`src/sv/fit_placement_selector_defines.svh`:
```
// ---------------------------------------------------------------------------
// fit_placement_selector_defines
// assertion macros used by the fit placement selector controller
// ---------------------------------------------------------------------------
`ifndef FIT_PLACEMENT_SELECTOR_DEFINES_SVH
`define FIT_PLACEMENT_SELECTOR_DEFINES_SVH

// condition implies consequence in the same cycle
`define FPS_ASSERT_SAME(label, ante, cons) \
    label: assert property (@(posedge i_clk) disable iff (!i_rst_n) (ante) |-> (cons)) \
        else $error("fit placement selector: same-cycle check failed");

// condition implies consequence in the next cycle
`define FPS_ASSERT_NEXT(label, ante, cons) \
    label: assert property (@(posedge i_clk) disable iff (!i_rst_n) (ante) |=> (cons)) \
        else $error("fit placement selector: next-cycle check failed");

`endif

```
`src/sv/fps_pkg.sv`:
```
// ---------------------------------------------------------------------------
// fps_pkg
// types and constants of the fit placement selector
// ---------------------------------------------------------------------------
package fps_pkg;

    localparam int NBLOCKS   = 16;
    localparam int SIZE_BITS = 16;
    localparam int IDX_W     = (NBLOCKS > 1) ? $clog2(NBLOCKS) : 1;
    localparam int CNT_W     = $clog2(NBLOCKS + 1);

    typedef logic [SIZE_BITS-1:0] t_size;
    typedef logic [IDX_W-1:0]     t_idx;
    typedef logic [CNT_W-1:0]     t_cnt;
    typedef logic [15:0]          t_field16;
    typedef logic [3:0]           t_field4;

    localparam logic OP_APPEND = 1'b0;
    localparam logic OP_PLACE  = 1'b1;

    localparam logic [1:0] MODE_FIRST = 2'd0;
    localparam logic [1:0] MODE_LAST  = 2'd1;
    localparam logic [1:0] MODE_BEST  = 2'd2;

    typedef struct packed {
        logic       op;
        logic       first_block;
        logic [15:0] block_size;
        logic       block_filled;
        logic [15:0] request_size;
        logic [1:0] fit_mode;
    } t_fps_in;

    typedef struct packed {
        logic [15:0] piece_size;
        logic        piece_filled;
        logic        piece_is_request;
        logic [3:0]  block_index;
        logic        no_fit;
        logic        last_piece;
    } t_fps_out;

    // controller to datapath
    typedef struct packed {
        logic wr_en;
        logic load_req;
        logic empty;
        logic rd_en;
        logic rd_scan;
        logic rd_last;
        t_idx rd_addr;
    } t_fps_cmd;

    // datapath to controller
    typedef struct packed {
        logic hold;
        logic last_out;
        t_cnt cnt;
    } t_fps_sts;

endpackage

```
`src/sv/fps_datapath.sv`:
```
// ---------------------------------------------------------------------------
// fps_datapath
// block table memory, fit search registers and piece output register
// ---------------------------------------------------------------------------
module fps_datapath (
    input  logic              i_clk,
    input  logic              i_rst_n,
    input  fps_pkg::t_fps_in  i_in,
    input  fps_pkg::t_fps_cmd i_cmd,
    output fps_pkg::t_fps_sts o_sts,
    output fps_pkg::t_fps_out o_result,
    output logic              o_strobe
);

    fps_pkg::t_size mem_size [fps_pkg::NBLOCKS];
    logic           mem_fill [fps_pkg::NBLOCKS];

    fps_pkg::t_cnt  r_cnt;
    fps_pkg::t_cnt  n_cnt;
    fps_pkg::t_cnt  wr_base;
    logic           wr_ok;

    fps_pkg::t_size r_rd_size;
    logic           r_rd_fill;
    logic           r_dv_scan;
    logic           r_dv_emit;
    logic           r_dlast;
    fps_pkg::t_idx  r_didx;

    fps_pkg::t_size r_req;
    logic [1:0]     r_mode;
    logic           r_found;
    fps_pkg::t_idx  r_chosen;
    fps_pkg::t_size r_best;
    logic           r_rem_phase;

    fps_pkg::t_fps_out r_out;
    logic              r_out_vld;
    fps_pkg::t_fps_out n_out;

    logic           fits;
    logic           take;
    fps_pkg::t_size left;
    logic           is_chosen;
    logic           hold;

    // append: a first block restarts the table at entry zero
    always_comb begin
        wr_base = i_in.first_block ? '0 : r_cnt;
        wr_ok   = i_cmd.wr_en && (wr_base < fps_pkg::t_cnt'(fps_pkg::NBLOCKS));
        n_cnt   = r_cnt;
        if (wr_ok) begin
            n_cnt = fps_pkg::t_cnt'(wr_base + fps_pkg::t_cnt'(1));
        end
    end

    always_ff @(posedge i_clk) begin
        if (!i_rst_n) begin
            r_cnt <= '0;
        end else begin
            r_cnt <= n_cnt;
        end
    end

    always_ff @(posedge i_clk) begin
        if (wr_ok) begin
            mem_size[wr_base[fps_pkg::IDX_W-1:0]] <= fps_pkg::t_size'(i_in.block_size);
            mem_fill[wr_base[fps_pkg::IDX_W-1:0]] <= i_in.block_filled;
        end
        if (i_cmd.rd_en) begin
            r_rd_size <= mem_size[i_cmd.rd_addr];
            r_rd_fill <= mem_fill[i_cmd.rd_addr];
        end
    end

    // second piece of a split block keeps the read beat in place
    assign is_chosen = r_found && (r_didx == r_chosen);
    assign hold      = r_dv_emit && is_chosen && !r_rem_phase && (r_rd_size != r_req);
    assign left      = r_rd_size - r_req;
    assign fits      = !r_rd_fill && (r_req <= r_rd_size);

    always_comb begin
        take = 1'b0;
        if (r_dv_scan && fits) begin
            case (r_mode)
                fps_pkg::MODE_FIRST: take = !r_found;
                fps_pkg::MODE_LAST:  take = 1'b1;
                default:             take = !r_found || (left < r_best);
            endcase
        end
    end

    always_ff @(posedge i_clk) begin
        if (!i_rst_n) begin
            r_dv_scan   <= 1'b0;
            r_dv_emit   <= 1'b0;
            r_rem_phase <= 1'b0;
            r_found     <= 1'b0;
        end else begin
            if (!hold) begin
                r_dv_scan <= i_cmd.rd_en && i_cmd.rd_scan;
                r_dv_emit <= i_cmd.rd_en && !i_cmd.rd_scan;
            end
            if (hold) begin
                r_rem_phase <= 1'b1;
            end else if (r_dv_emit) begin
                r_rem_phase <= 1'b0;
            end
            if (i_cmd.load_req) begin
                r_found <= 1'b0;
            end else if (take) begin
                r_found <= 1'b1;
            end
        end
    end

    always_ff @(posedge i_clk) begin
        if (!hold && i_cmd.rd_en) begin
            r_didx  <= i_cmd.rd_addr;
            r_dlast <= i_cmd.rd_last;
        end
        if (i_cmd.load_req) begin
            r_req  <= fps_pkg::t_size'(i_in.request_size);
            r_mode <= i_in.fit_mode;
        end
        if (take) begin
            r_chosen <= r_didx;
            r_best   <= left;
        end
    end

    always_comb begin
        n_out = '0;
        if (i_cmd.empty) begin
            n_out.no_fit     = 1'b1;
            n_out.last_piece = 1'b1;
        end else begin
            n_out.block_index = fps_pkg::t_field4'(r_didx);
            n_out.last_piece  = r_dlast && !hold;
            if (is_chosen && !r_rem_phase) begin
                n_out.piece_size       = fps_pkg::t_field16'(r_req);
                n_out.piece_is_request = 1'b1;
            end else if (is_chosen) begin
                n_out.piece_size = fps_pkg::t_field16'(left);
            end else if (r_rd_fill) begin
                n_out.piece_filled = 1'b1;
                n_out.no_fit       = !r_found;
            end else begin
                n_out.piece_size = fps_pkg::t_field16'(r_rd_size);
                n_out.no_fit     = !r_found;
            end
        end
    end

    always_ff @(posedge i_clk) begin
        if (!i_rst_n) begin
            r_out_vld <= 1'b0;
        end else begin
            r_out_vld <= r_dv_emit || i_cmd.empty;
        end
    end

    always_ff @(posedge i_clk) begin
        if (r_dv_emit || i_cmd.empty) begin
            r_out <= n_out;
        end
    end

    assign o_sts.hold     = hold;
    assign o_sts.last_out = r_dv_emit && r_dlast && !hold;
    assign o_sts.cnt      = r_cnt;
    assign o_result       = r_out;
    assign o_strobe       = r_out_vld;

endmodule

```
`src/sv/fps_ctrl.sv`:
```
// ---------------------------------------------------------------------------
// fps_ctrl
// sequencer for append, fit scan and piece listing
// ---------------------------------------------------------------------------
`include "fit_placement_selector_defines.svh"

module fps_ctrl (
    input  logic              i_clk,
    input  logic              i_rst_n,
    input  logic              i_start,
    input  logic              i_op,
    input  fps_pkg::t_fps_sts i_sts,
    output fps_pkg::t_fps_cmd o_cmd,
    output logic              o_busy
);

    typedef enum logic [1:0] {
        S_IDLE,
        S_SCAN,
        S_EMIT,
        S_DRAIN
    } t_state;

    t_state        r_state;
    t_state        n_state;
    fps_pkg::t_idx r_addr;
    fps_pkg::t_idx n_addr;
    logic          at_last;

    assign at_last = fps_pkg::t_cnt'(fps_pkg::t_cnt'(r_addr) + fps_pkg::t_cnt'(1)) == i_sts.cnt;

    always_comb begin
        n_state       = r_state;
        n_addr        = r_addr;
        o_cmd         = '0;
        o_cmd.rd_addr = r_addr;
        o_cmd.rd_last = at_last;
        unique case (r_state)
            S_IDLE: begin
                if (i_start) begin
                    if (i_op == fps_pkg::OP_APPEND) begin
                        o_cmd.wr_en = 1'b1;
                    end else if (i_sts.cnt == '0) begin
                        o_cmd.empty = 1'b1;
                    end else begin
                        o_cmd.load_req = 1'b1;
                        n_state        = S_SCAN;
                        n_addr         = '0;
                    end
                end
            end
            S_SCAN: begin
                o_cmd.rd_en   = 1'b1;
                o_cmd.rd_scan = 1'b1;
                if (at_last) begin
                    n_state = S_EMIT;
                    n_addr  = '0;
                end else begin
                    n_addr = fps_pkg::t_idx'(r_addr + fps_pkg::t_idx'(1));
                end
            end
            S_EMIT: begin
                if (!i_sts.hold) begin
                    o_cmd.rd_en = 1'b1;
                    if (at_last) begin
                        n_state = S_DRAIN;
                    end else begin
                        n_addr = fps_pkg::t_idx'(r_addr + fps_pkg::t_idx'(1));
                    end
                end
            end
            S_DRAIN: begin
                if (i_sts.last_out) begin
                    n_state = S_IDLE;
                end
            end
            default: begin
                n_state = S_IDLE;
            end
        endcase
    end

    always_ff @(posedge i_clk) begin
        if (!i_rst_n) begin
            r_state <= S_IDLE;
            r_addr  <= '0;
        end else begin
            r_state <= n_state;
            r_addr  <= n_addr;
        end
    end

    assign o_busy = (r_state != S_IDLE);

    `FPS_ASSERT_SAME(a_hold_in_listing, i_sts.hold, (r_state == S_EMIT) || (r_state == S_DRAIN))
    `FPS_ASSERT_SAME(a_no_read_on_hold, i_sts.hold, !o_cmd.rd_en)
    `FPS_ASSERT_SAME(a_last_in_drain, i_sts.last_out, r_state == S_DRAIN)
    `FPS_ASSERT_NEXT(a_idle_after_last, i_sts.last_out, r_state == S_IDLE)

endmodule

```
`src/sv/fit_placement_selector.sv`:
```
// ---------------------------------------------------------------------------
// fit_placement_selector
// first, last and best fit placement over a table of memory blocks
// ---------------------------------------------------------------------------
// An item is taken when start is high and busy is low. An append gives no
// result. A place keeps busy high while the single read port of the block
// table is walked once for the fit search and once for the listing, one entry
// per cycle except while the second piece of a split block holds the listing.
// Pieces appear on o_result with o_strobe high for one cycle each, in table
// order, and cannot be held off, so the receiver must take every strobed beat.
// A place on an empty table gives one piece the cycle after it is taken.
module fit_placement_selector (
    input  logic              i_clk,
    input  logic              i_rst_n,
    input  logic              start,
    output logic              busy,
    input  fps_pkg::t_fps_in  i_in,
    output fps_pkg::t_fps_out o_result,
    output logic              o_strobe
);

    fps_pkg::t_fps_cmd cmd;
    fps_pkg::t_fps_sts sts;

    fps_ctrl u_ctrl (
        .i_clk   (i_clk),
        .i_rst_n (i_rst_n),
        .i_start (start),
        .i_op    (i_in.op),
        .i_sts   (sts),
        .o_cmd   (cmd),
        .o_busy  (busy)
    );

    fps_datapath u_datapath (
        .i_clk    (i_clk),
        .i_rst_n  (i_rst_n),
        .i_in     (i_in),
        .i_cmd    (cmd),
        .o_sts    (sts),
        .o_result (o_result),
        .o_strobe (o_strobe)
    );

endmodule

```
`config.mk`:
```
export PLATFORM = sky130hd
export DESIGN_NAME = fit_placement_selector
export DESIGN_NICKNAME = d
export VERILOG_FILES = /design/src/sv/fps_pkg.sv /design/src/sv/fps_datapath.sv /design/src/sv/fps_ctrl.sv /design/src/sv/fit_placement_selector.sv
export VERILOG_INCLUDE_DIRS = /design/src /design/src/sv
export SDC_FILE = /design/constraint.sdc
export NUM_CORES = 1
export LEC_CHECK = 0
export BUFFER_PORTS_ARGS = -buffer_cell sky130_fd_sc_hd__buf_4
export CAP_MARGIN = 15
export CELL_PAD_IN_SITES_DETAIL_PLACEMENT = 0
export CELL_PAD_IN_SITES_GLOBAL_PLACEMENT = 2
export CORE_MARGIN = 4
export CORE_UTILIZATION = 51
export DETAILED_ROUTE_END_ITERATION = 6
export HOLD_SLACK_MARGIN = 0.05
export PLACE_DENSITY_LB_ADDON = 0.1
export SLEW_MARGIN = 5
export SYNTH_ARGS = -nofsm -noshare
export SYNTH_HDL_FRONTEND = slang
export SYNTH_SLANG_ARGS = --single-unit
```
`constraint.sdc`:
```
create_clock -name i_clk -period 7.9 [get_ports i_clk]
set_input_delay 1.58 -clock i_clk [delete_from_list [all_inputs] [get_ports i_clk]]
set_output_delay 1.58 -clock i_clk [all_outputs]
set_load 0.01 [all_outputs]
```
==> results of run 1 <==
synthesized netlist by cell type, types with 3 or more instances:
cell | number | area (sq um)
nand4_1 | 6 | 37.5
xnor2_1 | 10 | 87.6
clkbuf_1 | 15 | 56.3
nor3_1 | 7 | 35.0
nand2_1 | 31 | 116
buf_1 | 4 | 15.0
ha_1 | 43 | 538
and4_1 | 4 | 35.0
nand3_1 | 11 | 55.1
nor2b_1 | 4 | 25.0
nand2b_1 | 11 | 68.8
a21oi_1 | 30 | 150
and3_1 | 9 | 56.3
dfxtp_1 | 16 | 320
nor2_1 | 47 | 176
and2_1 | 6 | 37.5
edfxtp_1 | 356 | 10700
a211oi_1 | 4 | 30.0
o211ai_1 | 10 | 75.1
nand3b_1 | 5 | 37.5
inv_1 | 50 | 188
a31oi_1 | 3 | 18.8
mux2i_1 | 9 | 90.1
a21o_1 | 11 | 82.6
mux4_2 | 85 | 1910
xor2_1 | 11 | 96.3
or2_2 | 3 | 18.8
a2111oi_0 | 3 | 26.3
o21ai_0 | 26 | 130
o21a_1 | 4 | 30.0
buf_2 | 17 | 85.1
routing by layer:
metal / share of wire / up-vias / GRT usage
met4: 0.025 / 0 / 0.0580
met2: 0.51 / 225 / 0.348
met3: 0.049 / 61 / 0.0336
met1: 0.42 / 4308 / 0.272
li1: - / 3789 / -
met5: 0 / - / 0
where the power goes:
| part | internal [W] | leakage [nW] | total, W | switching (W) |
|---|---|---|---|---|
| Combinational | 0.000204 | 2.10 | 0.000498 | 0.000294 |
| Clock | 0.00106 | 0.625 | 0.00180 | 0.000742 |
| Sequential | 0.00225 | 3.35 | 0.00228 | 0.0000316 |
| Total | 0.00351 | 6.07 | 0.00458 | 0.00107 |
how the worst min path moves through the flow:
stage,startpoint,end,slack [ps]
floorplan,u_ctrl.r_addr[1],u_datapath.r_didx[1],430
global placement,u_datapath.r_didx[1],u_datapath.r_chosen[1],490
detailed placement,u_datapath.r_didx[3],u_datapath.r_chosen[3],490
CTS,u_datapath.r_didx[3],u_datapath.r_chosen[3],500
global route,u_datapath.r_didx[3],u_datapath.r_chosen[3],520
finish,u_datapath.r_didx[3],u_datapath.r_chosen[3],500
logic make-up (layout without fill, tap and decap cells):
kind of cell / count (synthesis) / in the layout / synth area share
XOR/XNOR: 21 / 21 / 0.0116
AO/OA/AOI/OAI: 124 / 124 / 0.0548
flip-flops: 372 / 372 / 0.696
AND/OR/NAND/NOR: 156 / 156 / 0.0514
buffers and inverters: 89 / 213 / 0.0229
multiplexers: 95 / 95 / 0.127
adder cells (fa/ha/maj): 44 / 44 / 0.0353
worst max-delay path, cell delays in order (launching register included):
cell	delay [ps]
edfxtp_1	360
inv_1	50
ha_1	360
a211oi_1	260
nor2_1	70
a211oi_1	660
o21ai_0	250
mux2_2	280
or4b_2	620
ha_1	340
and3_1	160
a221o_1	290
nand3_1	90
o211a_1	720
metrics by stage:
| step | hold slack (ps) | cells | area, sq um | setup WS [ps] | util |
|---|---|---|---|---|---|
| after floorplan | 429 | 901 | 15800 | 3760 | - |
| after global placement | 491 | 1347 | 16800 | 3070 | 0.549 |
| after detailed placement | 490 | 1347 | 16800 | 3090 | 0.549 |
| after CTS | 505 | 1420 | 18100 | 3070 | 0.591 |
| after global routing | 520 | 1421 | 18100 | 2820 | 0.591 |
| final | 499 | 1421 | 18100 | 3010 | 0.591 |
flip-flops by register name, indices dropped and copies added, names as in the netlist, 4 cells and up:
register and flops:
u_datapath.r_rd_size 16, u_datapath.o_result 24, u_datapath.mem_size 256, u_datapath.r_cnt 5
u_datapath.r_req 16, u_ctrl.r_addr 4, u_datapath.r_chosen 4, u_datapath.r_didx 4
u_datapath.r_best 16, u_datapath.mem_fill 16
final cells by class:
| class | instances | share of cell area |
|---|---|---|
| flip-flops and latches | 372 | 0.609 |
| multi-input cells | 440 | 0.245 |
| clock buffers | 46 | 0.0578 |
| repair buffers | 89 | 0.0367 |
| well taps | 396 | 0.0274 |
| clock inverters | 27 | 0.0129 |
| inverters | 51 | 0.0106 |
==> metrics.md, run 1 <==
| Metric | Value |
|---|---|
| Outcome | finished clean |
| CTS tree | yes |
| Clk sink count | approximately 370 |
| Setup Viol. Count Final | 0 |
| Fillers | about 2300 |
| DRT antenna net count | 0 |
| PwrDens | approximately 250 mW/mm^2 |
| DR iter-0 viols | 660 |
| Critical Path Start | u_datapath.r_req[4] |
| Vias in the first global route | 8542 |
| Crit path DAT | approximately 5000 ps |
| Full die area | about 0.034 sq mm |
| Initial antenna violation count | 0 |
| Pleak | just over 6 nW |
| DRT Pass-1 Iters | 5 |
| Global-route wire length before repair | 51.6 mm |
| Largest net degree at the start of global routing | 73 |
| Via count | 8383 |
| Die H | ~180 um |
| Clock slew at reported path FFs | roughly 60 ps |
| FMAX | around 200 MHz |
| Max Cap Viol | 0 |
| WL/cell | 23.9 um |
| Netlist Area Pre-Place | 0.0158 sq mm |
| FF/Latch Area | about 0.011 sq mm |
| Tot GR Track Use | 0.203 |
| Post-synth EDFFs | approximately 360 |
| Worst-Skew Late Latency | 530 ps |
| Ys flop type | edfxtp_1 |
| R2R cell count | 13 |
| Most frequent cells in the layout | edfxtp_1 (356), buf_4 (88), mux4_2 (85), inv_1 (50), nor2_1 (46) |
| Final WL | roughly 34 mm |
| Worst slew pin tran | 1080 ps |
| Max H-tree Level | 2 |
| CP Data Required Time | 8050 ps |
| Clock Path Buffers | 3 |
| Startpoint Class | register |
| Worst R2R Setup Slack | about 3000 ps |
| Post-CTS Setup Repair Bufs | 0 |
| Initial core utilization | 0.517 |
| Final hold viol count | 0 |
| Post-route minimum period | ~5000 ps |
| Yosys reg bits | 372 |
| Min-Delay Path Depth | 0 |
| Post-cts sizing count | 0 |
| Final setup TNS | 0 ps |
| Area occupied by multi-input gates | 0.00444 sq mm |
| Crit path to | u_datapath.r_best[2] |
| Layout cells sized above 1 | 0.247 |
| HPWL Detailed | 20.7 mm |
| Ant diodes | 0 |
| Min-delay worst type | register to register |
| Crit share post-route | 0.619 |
| Die width | between 150 and 200 um |
| Netlist cell types | a little under 70 |
| Io pins | 66 |
| Overall power | between 0.004 and 0.005 W |
| CP endpoint kind | register |
| Mapped Nets | approximately 990 |
| Nets@finish | 1079 |
| Max Fanout on Critical Path | 20 |
| Clk_skew | 15.4 ps |
| Overflow left after global routing | 0 |
| TritonCTS Buffers | 41 |
| Syn_area_per_cell | roughly 18 sq um |
| CORE AREA | around 0.031 sq mm |
| GP Congestion | 0.866 |
| RSZ-0062 raised after global routing | false |
| Drt via density | 5.90 |
| VDD IR max | ~0.00023 V |
| YS warnings | 0 |
| Async set-reset flop share out of synthesis | 0 |
| Pins Over Slew Limit | 0 |
| Relative slew slack | 0.280 |
| Hold Buf Count CTS | 0 |
| Area Growth Syn to Fin | 14.4% |
| Reg2reg start | u_datapath.r_req[4] |
| CTS Root Cell | clkbuf_16 |
| Num rows | 64 |
| I/O Buffers | 65 |
| Post-synthesis instance total | about 900 |
| Commonest non-fill, non-tap cell in the layout | edfxtp_1 |
| CP Class | register to register |
| RR Endpoint | u_datapath.r_best[2] |
| Register area share after synthesis | 0.696 |
| DR DRC count | 0 |
Note: power is estimated with default switching activity, not from simulation.
==> run 2: changes to the inputs <==
- CORE_UTILIZATION: 51 -> 42
- clock period: 7.9 -> 4.1 ns (I/O delays scaled with it)
==> metrics.md, run 2 (synthesis gave the netlist of run 1 again) <==
| Metric | Value |
|---|---|
| Worst slew pin tran | 915 ps (-163 ps) |
| Setup Viol. Count Final | 0 (unchanged) |
| Worst-Skew Late Latency | 570 ps (+40 ps) |
| TritonCTS Buffers | 42 (+2.4%) |
| Commonest non-fill, non-tap cell in the layout | edfxtp_1 |
| Min-Delay Path Depth | 1 (+1) |
| CP Data Required Time | 4360 ps (-3690 ps) |
| Min-delay worst type | primary input to register |
| Clk_skew | 28.0 ps (+12.6 ps) |
| Final WL | 36.0 mm (+5.9%) |
| GP Congestion | 0.806 (-6.9%) |
| Max Fanout on Critical Path | 10 (-50%) |
| Ant diodes | 0 (unchanged) |
| Via count | 8278 (-1.3%) |
| Clk sink count | 372 (unchanged) |
| Die width | 202 um (+9.8%) |
| Nets@finish | 1108 (+2.7%) |
| Post-layout util | 0.506 (-0.0856) |
| Placed inst area | 0.0172 sq mm (+2.2%) |
| RR Endpoint | u_datapath.r_best[9] |
| Most frequent cells in the layout | edfxtp_1 (356), buf_4 (114), mux4_2 (85), inv_1 (50), clkbuf_16 (42) |
| Hold Path End | u_datapath.r_req[13] |
| Max Cap Viol | 0 (unchanged) |
| Min-delay src | i_in[15] |
| Crit share post-route | 0.961 (+0.343) |
| Initial antenna violation count | 1 (+1) |
| Vias in the first global route | 8694 (+1.8%) |
| Startpoint Class | register |
| Max H-tree Level | 2 (unchanged) |
| Final hold viol count | 0 (unchanged) |
| Pins Over Slew Limit | 0 (unchanged) |
| Area Growth Syn to Fin | 17.9% |
| Worst R2R Setup Slack | 160 ps (-2850 ps) |
| Num rows | 70 (+9.4%) |
| Tot GR Track Use | 0.178 (-0.0248) |
| Full die area | 0.0408 sq mm (+20%) |
| Overflow left after global routing | 0 (unchanged) |
| CTS Root Cell | clkbuf_16 |
| Finished Cell Area | 0.0186 sq mm (+3.1%) |
| HPWL Detailed | 22.0 mm (+6.2%) |
| Post-route minimum period | 3940 ps (-947 ps) |
| Outcome | finished clean |
| CP endpoint kind | register |
| Layout cells sized above 1 | 0.291 (+0.0442) |
| Hold Buf Count CTS | 0 (unchanged) |
| CP Class | register to register |
| I/O Buffers | 65 (unchanged) |
| DRT Pass-1 Iters | 6 (+1) |
| Pleak | 6.24 nW (+2.8%) |
| Max FFs per register | 256 (unchanged) |
| VDD IR max | 0.000375 V (+60%) |
| Largest net degree at the start of global routing | 49 (-33%) |
| DRT antenna net count | 0 (unchanged) |
| Drt via density | 5.31 (-10%) |
| Fillers | 3039 (+33%) |
| FMAX | 254 MHz (+24%) |
| Reg2reg start | u_datapath.r_req[6] |
| DR DRC count | 0 (unchanged) |
| DR iter-0 viols | 628 (-4.8%) |
| Initial core utilization | 0.429 (-0.0881) |
| PwrDens | 483 mW/mm^2 (+91%) |
| Global-route wire length before repair | 55.1 mm (+6.7%) |
| RSZ-0062 raised after global routing | false |
| Clock Path Buffers | 3 (unchanged) |
| CORE AREA | 0.0369 sq mm (+21%) |
| R2R cell count | 14 (+1) |
| Relative slew slack | 0.385 (+0.105) |
| CTS tree | yes |
| Crit path DAT | 4200 ps (-840 ps) |
| WL/cell | 23.1 um (-3.5%) |
| Io pins | 66 (unchanged) |
| Clock slew at reported path FFs | 60 ps (about the same) |
| Die H | 202 um (+9.8%) |
[run 2: metal layers]
metal / GRT usage / vias up / wire length [um]
met2: 0.301 / 143 / 18200
met5: 0 / - / 13
li1: - / 3840 / -
met4: 0.0396 / 2 / 616
met3: 0.0321 / 52 / 1460
met1: 0.244 / 4241 / 15700
[run 2: metrics by stage]
| stage | std cells | setup TNS, ps | hold slack (ps) | setup WS, ps | power [W] |
|---|---|---|---|---|---|
| after floorplan | 901 | 0 | 429 | 76.0 | 0.00508 |
| after global placement | 1478 | -3130 | 484 | -158 | 0.00550 |
| after detailed placement | 1478 | -2660 | 487 | -135 | 0.00550 |
| after CTS | 1555 | 0 | 420 | 21.7 | 0.00910 |
| after global routing | 1559 | 0 | 420 | 4.42 | 0.00941 |
| final | 1559 | 0 | 448 | 159 | 0.00900 |
[run 2: how the worst max path moves through the flow]
stage                       startpoint                      to  slack (ps)  depth (start not counted)
2_1_floorplan  u_datapath.r_rd_size[4]    u_datapath.r_best[0]          80                         12
3_3_place_gp   u_datapath.r_rd_size[0]    u_datapath.r_best[5]        -160                         18
3_5_place_dp   u_datapath.r_rd_size[0]    u_datapath.r_best[1]        -140                         18
4_1_cts        u_datapath.r_rd_size[2]    u_datapath.r_best[1]          20                         14
5_1_grt        u_datapath.r_rd_size[0]  u_datapath.r_chosen[1]           4                         18
6_report           u_datapath.r_req[6]    u_datapath.r_best[9]         160                         14
[run 2: worst max-delay path: stages (launching register included)]
cell and delay, ps:
edfxtp_1 430, inv_1 90, ha_2 300, and4_1 210
a211oi_2 250, buf_4 180, o21ai_0 110, mux2_2 260
or4b_2 660, ha_4 270, and3_1 160, a221o_1 290
nand3_1 100, o211a_4 200, buf_16 140
[run 2: power breakdown]
part	leakage, nW	internal (W)	switching (W)
combinational	2.26	0.000459	0.000601
sequential	3.35	0.00433	0.0000601
clock	0.640	0.00204	0.00151
[run 2: cell type report]
cell class                 instances  area (sq um)  area share
clock inverter                    25           229      0.0123
multi-input combinational        440          4560       0.245
inverter                          51           191      0.0103
sequential                       372         11000       0.591
clock buffer                      50          1090      0.0585
timing repair buffer             117           923      0.0495
tap                              504           631      0.0338
[run 2: what timing repair did]
item,4_1_cts,5_1_grt
gates resized for setup,6,9
pin swaps,2,5
cloned,1,0
setup buffers,1,4
setup endpoints to repair,20,20
==> run 3: changes to the inputs <==
- ABC_AREA: not set -> 1
- CORE_UTILIZATION: 42 -> 39
- GPL_ROUTABILITY_DRIVEN: not set -> 0
==> metrics.md, run 3 <==
| Metric | Value |
|---|---|
| Worst slew pin tran | 1090 ps (+180 ps) |
| Final WL | 41.3 mm (+15%) |
| Tot GR Track Use | 0.185 (+0.00656) |
| DR iter-0 viols | 606 (-3.5%) |
| Ys flop type | edfxtp_1 |
| DRT Pass-1 Iters | 5 (-1) |
| Crit path DAT | 3880 ps (-320 ps) |
| Max Fanout on Critical Path | 20 (+10) |
| Register area share after synthesis | 0.682 (-0.0141) |
| CP Data Required Time | 4330 ps (-30 ps) |
| Max Cap Viol | 0 (unchanged) |
| Vias in the first global route | 9886 (+14%) |
| Synth top area share | 0.662 (-0.0137) |
| Clk_skew | 23.3 ps (-4.63 ps) |
| Num rows | 74 (+5.7%) |
| Full die area | 0.0447 sq mm (+9.5%) |
| Commonest cells in the netlist | edfxtp_1 (356), nor2_1 (158), nand2_1 (143), inv_1 (97), o21ai_0 (96) |
| HPWL Detailed | 24.7 mm (+12%) |
| CP endpoint kind | register |
| Hold_ws | 427 ps (-20.9 ps) |
| Die width | 211 um (+4.7%) |
| Non-Filler Instances | 1927 (+24%) |
| Layout cells sized above 1 | 0.155 (-0.136) |
| CTS tree | yes |
| CTS Root Cell | clkbuf_16 |
| Pins Over Slew Limit | 0 (unchanged) |
| Clk sink count | 372 (unchanged) |
| YS warnings | 0 (unchanged) |
| Main area contributors after synthesis | edfxtp_1 (66%), nor2_1 (3.7%), ha_1 (3.3%) |
| DR DRC count | 0 (unchanged) |
| Most frequent cells in the layout | edfxtp_1 (356), nand2_1 (143), nor2_1 (140), inv_1 (96), o21ai_0 (96) |
| Final hold viol count | 0 (unchanged) |
| Clock slew at reported path FFs | 60 ps (about the same) |
| Largest net degree at the start of global routing | 137 (+180%) |
| Async set-reset flop share out of synthesis | 0 (unchanged) |
| Most common cell in the netlist | edfxtp_1 |
| Fillers | 3729 (+23%) |
| Hold Buf Count CTS | 0 (unchanged) |
| Post-route minimum period | 3650 ps (-288 ps) |
| Commonest non-fill, non-tap cell in the layout | edfxtp_1 |
| Post-synth EDFFs | 356 (unchanged) |
| TritonCTS Buffers | 43 (+2.4%) |
| Via count | 9991 (+21%) |
| CORE AREA | 0.0408 sq mm (+11%) |
| R2R cell count | 17 (+3) |
| Post-CTS Setup Repair Bufs | 0 (-1) |
| Initial core utilization | 0.395 (-0.0335) |
| Relative slew slack | 0.270 (-0.115) |
| WL/cell | 21.4 um (-7.2%) |
| RSZ-0062 raised after global routing | false |
| Ant diodes | 0 (unchanged) |
| I/O Buffers | 65 (unchanged) |
| Overflow left after global routing | 0 (unchanged) |
| Mapped Nets | 1368 (+39%) |
| Netlist cell types | 46 (-33%) |
| DRT antenna net count | 0 (unchanged) |
| Crit share post-route | 0.891 (-0.0702) |
| Pleak | 6.66 nW (+6.7%) |
| Clock Path Buffers | 3 (unchanged) |
| Startpoint Class | register |
| Worst-Skew Late Latency | 570 ps (about the same) |
| VDD IR max | 0.000393 V (+5.0%) |
| Area Growth Syn to Fin | 15.8% |
| Initial antenna violation count | 1 (unchanged) |
| Drt via density | 5.18 (-2.4%) |
| Cells after DPL | 1851 (+25%) |
| Final setup TNS | 0 ps (unchanged) |
| Setup Viol. Count Final | 0 (unchanged) |
| Global-route wire length before repair | 61.8 mm (+12%) |
| Min-delay worst type | primary input to register |
| FMAX | 274 MHz (+7.9%) |
| Post-synthesis instance total | 1284 (+43%) |
| Max H-tree Level | 2 (unchanged) |
| Post-cts sizing count | 0 (-6) |
| Largest area contributor in the netlist | edfxtp_1 |
| Io pins | 66 (unchanged) |
| Nets@finish | 1448 (+31%) |
| PwrDens | 619 mW/mm^2 (+28%) |
| Outcome | finished clean |
| Yosys reg bits | 372 (unchanged) |
| Max FFs per register | 256 (unchanged) |
| CP Class | register to register |
| Netlist Area Pre-Place | 0.0161 sq mm (+2.1%) |
| Min-Delay Path Depth | 1 (unchanged) |
| Syn_area_per_cell | 12.6 sq um (-28%) |
| Die H | 211 um (+4.7%) |
[run 3: cell types whose count changed after synthesis, sizes merged, moves of 15 or more]
cell,previous run,this run
nand2,31,155
nor2,47,168
mux4,85,0
o21ai,26,110
inv,50,103
o221ai,0,53
mux2i,9,53
nand3,11,51
o32ai,0,15
[run 3: cell type report]
class,instances,area [sq um],share of cell area
timing repair buffer,93,761,0.0407
multi-input combinational,750,4510,0.241
clock buffer,51,1130,0.0603
tap,532,666,0.0356
clock inverter,25,214,0.0115
sequential,372,11000,0.590
inverter,104,390,0.0209
[run 3: final timing paths]
check                          start                endpoint  slack (ps)
min reg2reg     u_datapath.r_didx[1]  u_datapath.r_chosen[1]         460
min                         i_in[13]    u_datapath.r_req[11]         430
max          u_datapath.r_rd_size[0]  u_datapath.r_chosen[1]         450
max reg2reg  u_datapath.r_rd_size[0]  u_datapath.r_chosen[1]         450
[run 3: logic make-up after synthesis]
| logic type | count (synthesis) | synth area share |
|---|---|---|
| xor+xnor | 11 | 0.00597 |
| flops | 372 | 0.682 |
| mux | 53 | 0.0329 |
| fa+ha+maj | 44 | 0.0346 |
| buf+inv | 162 | 0.0416 |
| simple gates | 387 | 0.103 |
| compound gates | 255 | 0.100 |
[run 3: per-stage QoR]
step           power (W)  utilization  worst slack [ps]  cell area (sq um)
2_1_floorplan    0.00691            -               157              16100
3_3_place_gp     0.00805        0.425               482              17300
3_5_place_dp     0.00806        0.425               442              17300
4_1_cts           0.0117        0.458               415              18700
5_1_grt           0.0123        0.458              20.3              18700
6_report          0.0116        0.458               447              18700
[run 3: worst max-delay path: stages, from the launching register on]
cell and delay (ps):
edfxtp_1 350, inv_1 90, ha_1 190, inv_1 70, fa_1 460, nand3_1 90, nand3_1 140, a21boi_1 330
o21ai_0 160, xnor2_1 210, inv_1 90, ha_1 300, nand2_1 70, o21ai_0 100, a41oi_1 150, nand3_1 110
a21oi_2 120, buf_4 300
[run 3: power by group]
group	total [W]	switching (W)	internal (W)
clock	0.00363	0.00153	0.00210
combinational	0.00321	0.00216	0.00105
sequential	0.00473	0.000192	0.00454
total	0.0116	0.00388	0.00769
[run 3: per-layer routing]
layer / part of all wire / GRT usage / up-vias
met5: 0 / 0 / -
met4: 0.016 / 0.0482 / 0
met3: 0.038 / 0.0283 / 41
met2: 0.50 / 0.322 / 148
met1: 0.44 / 0.243 / 4965
li1: - / - / 4837
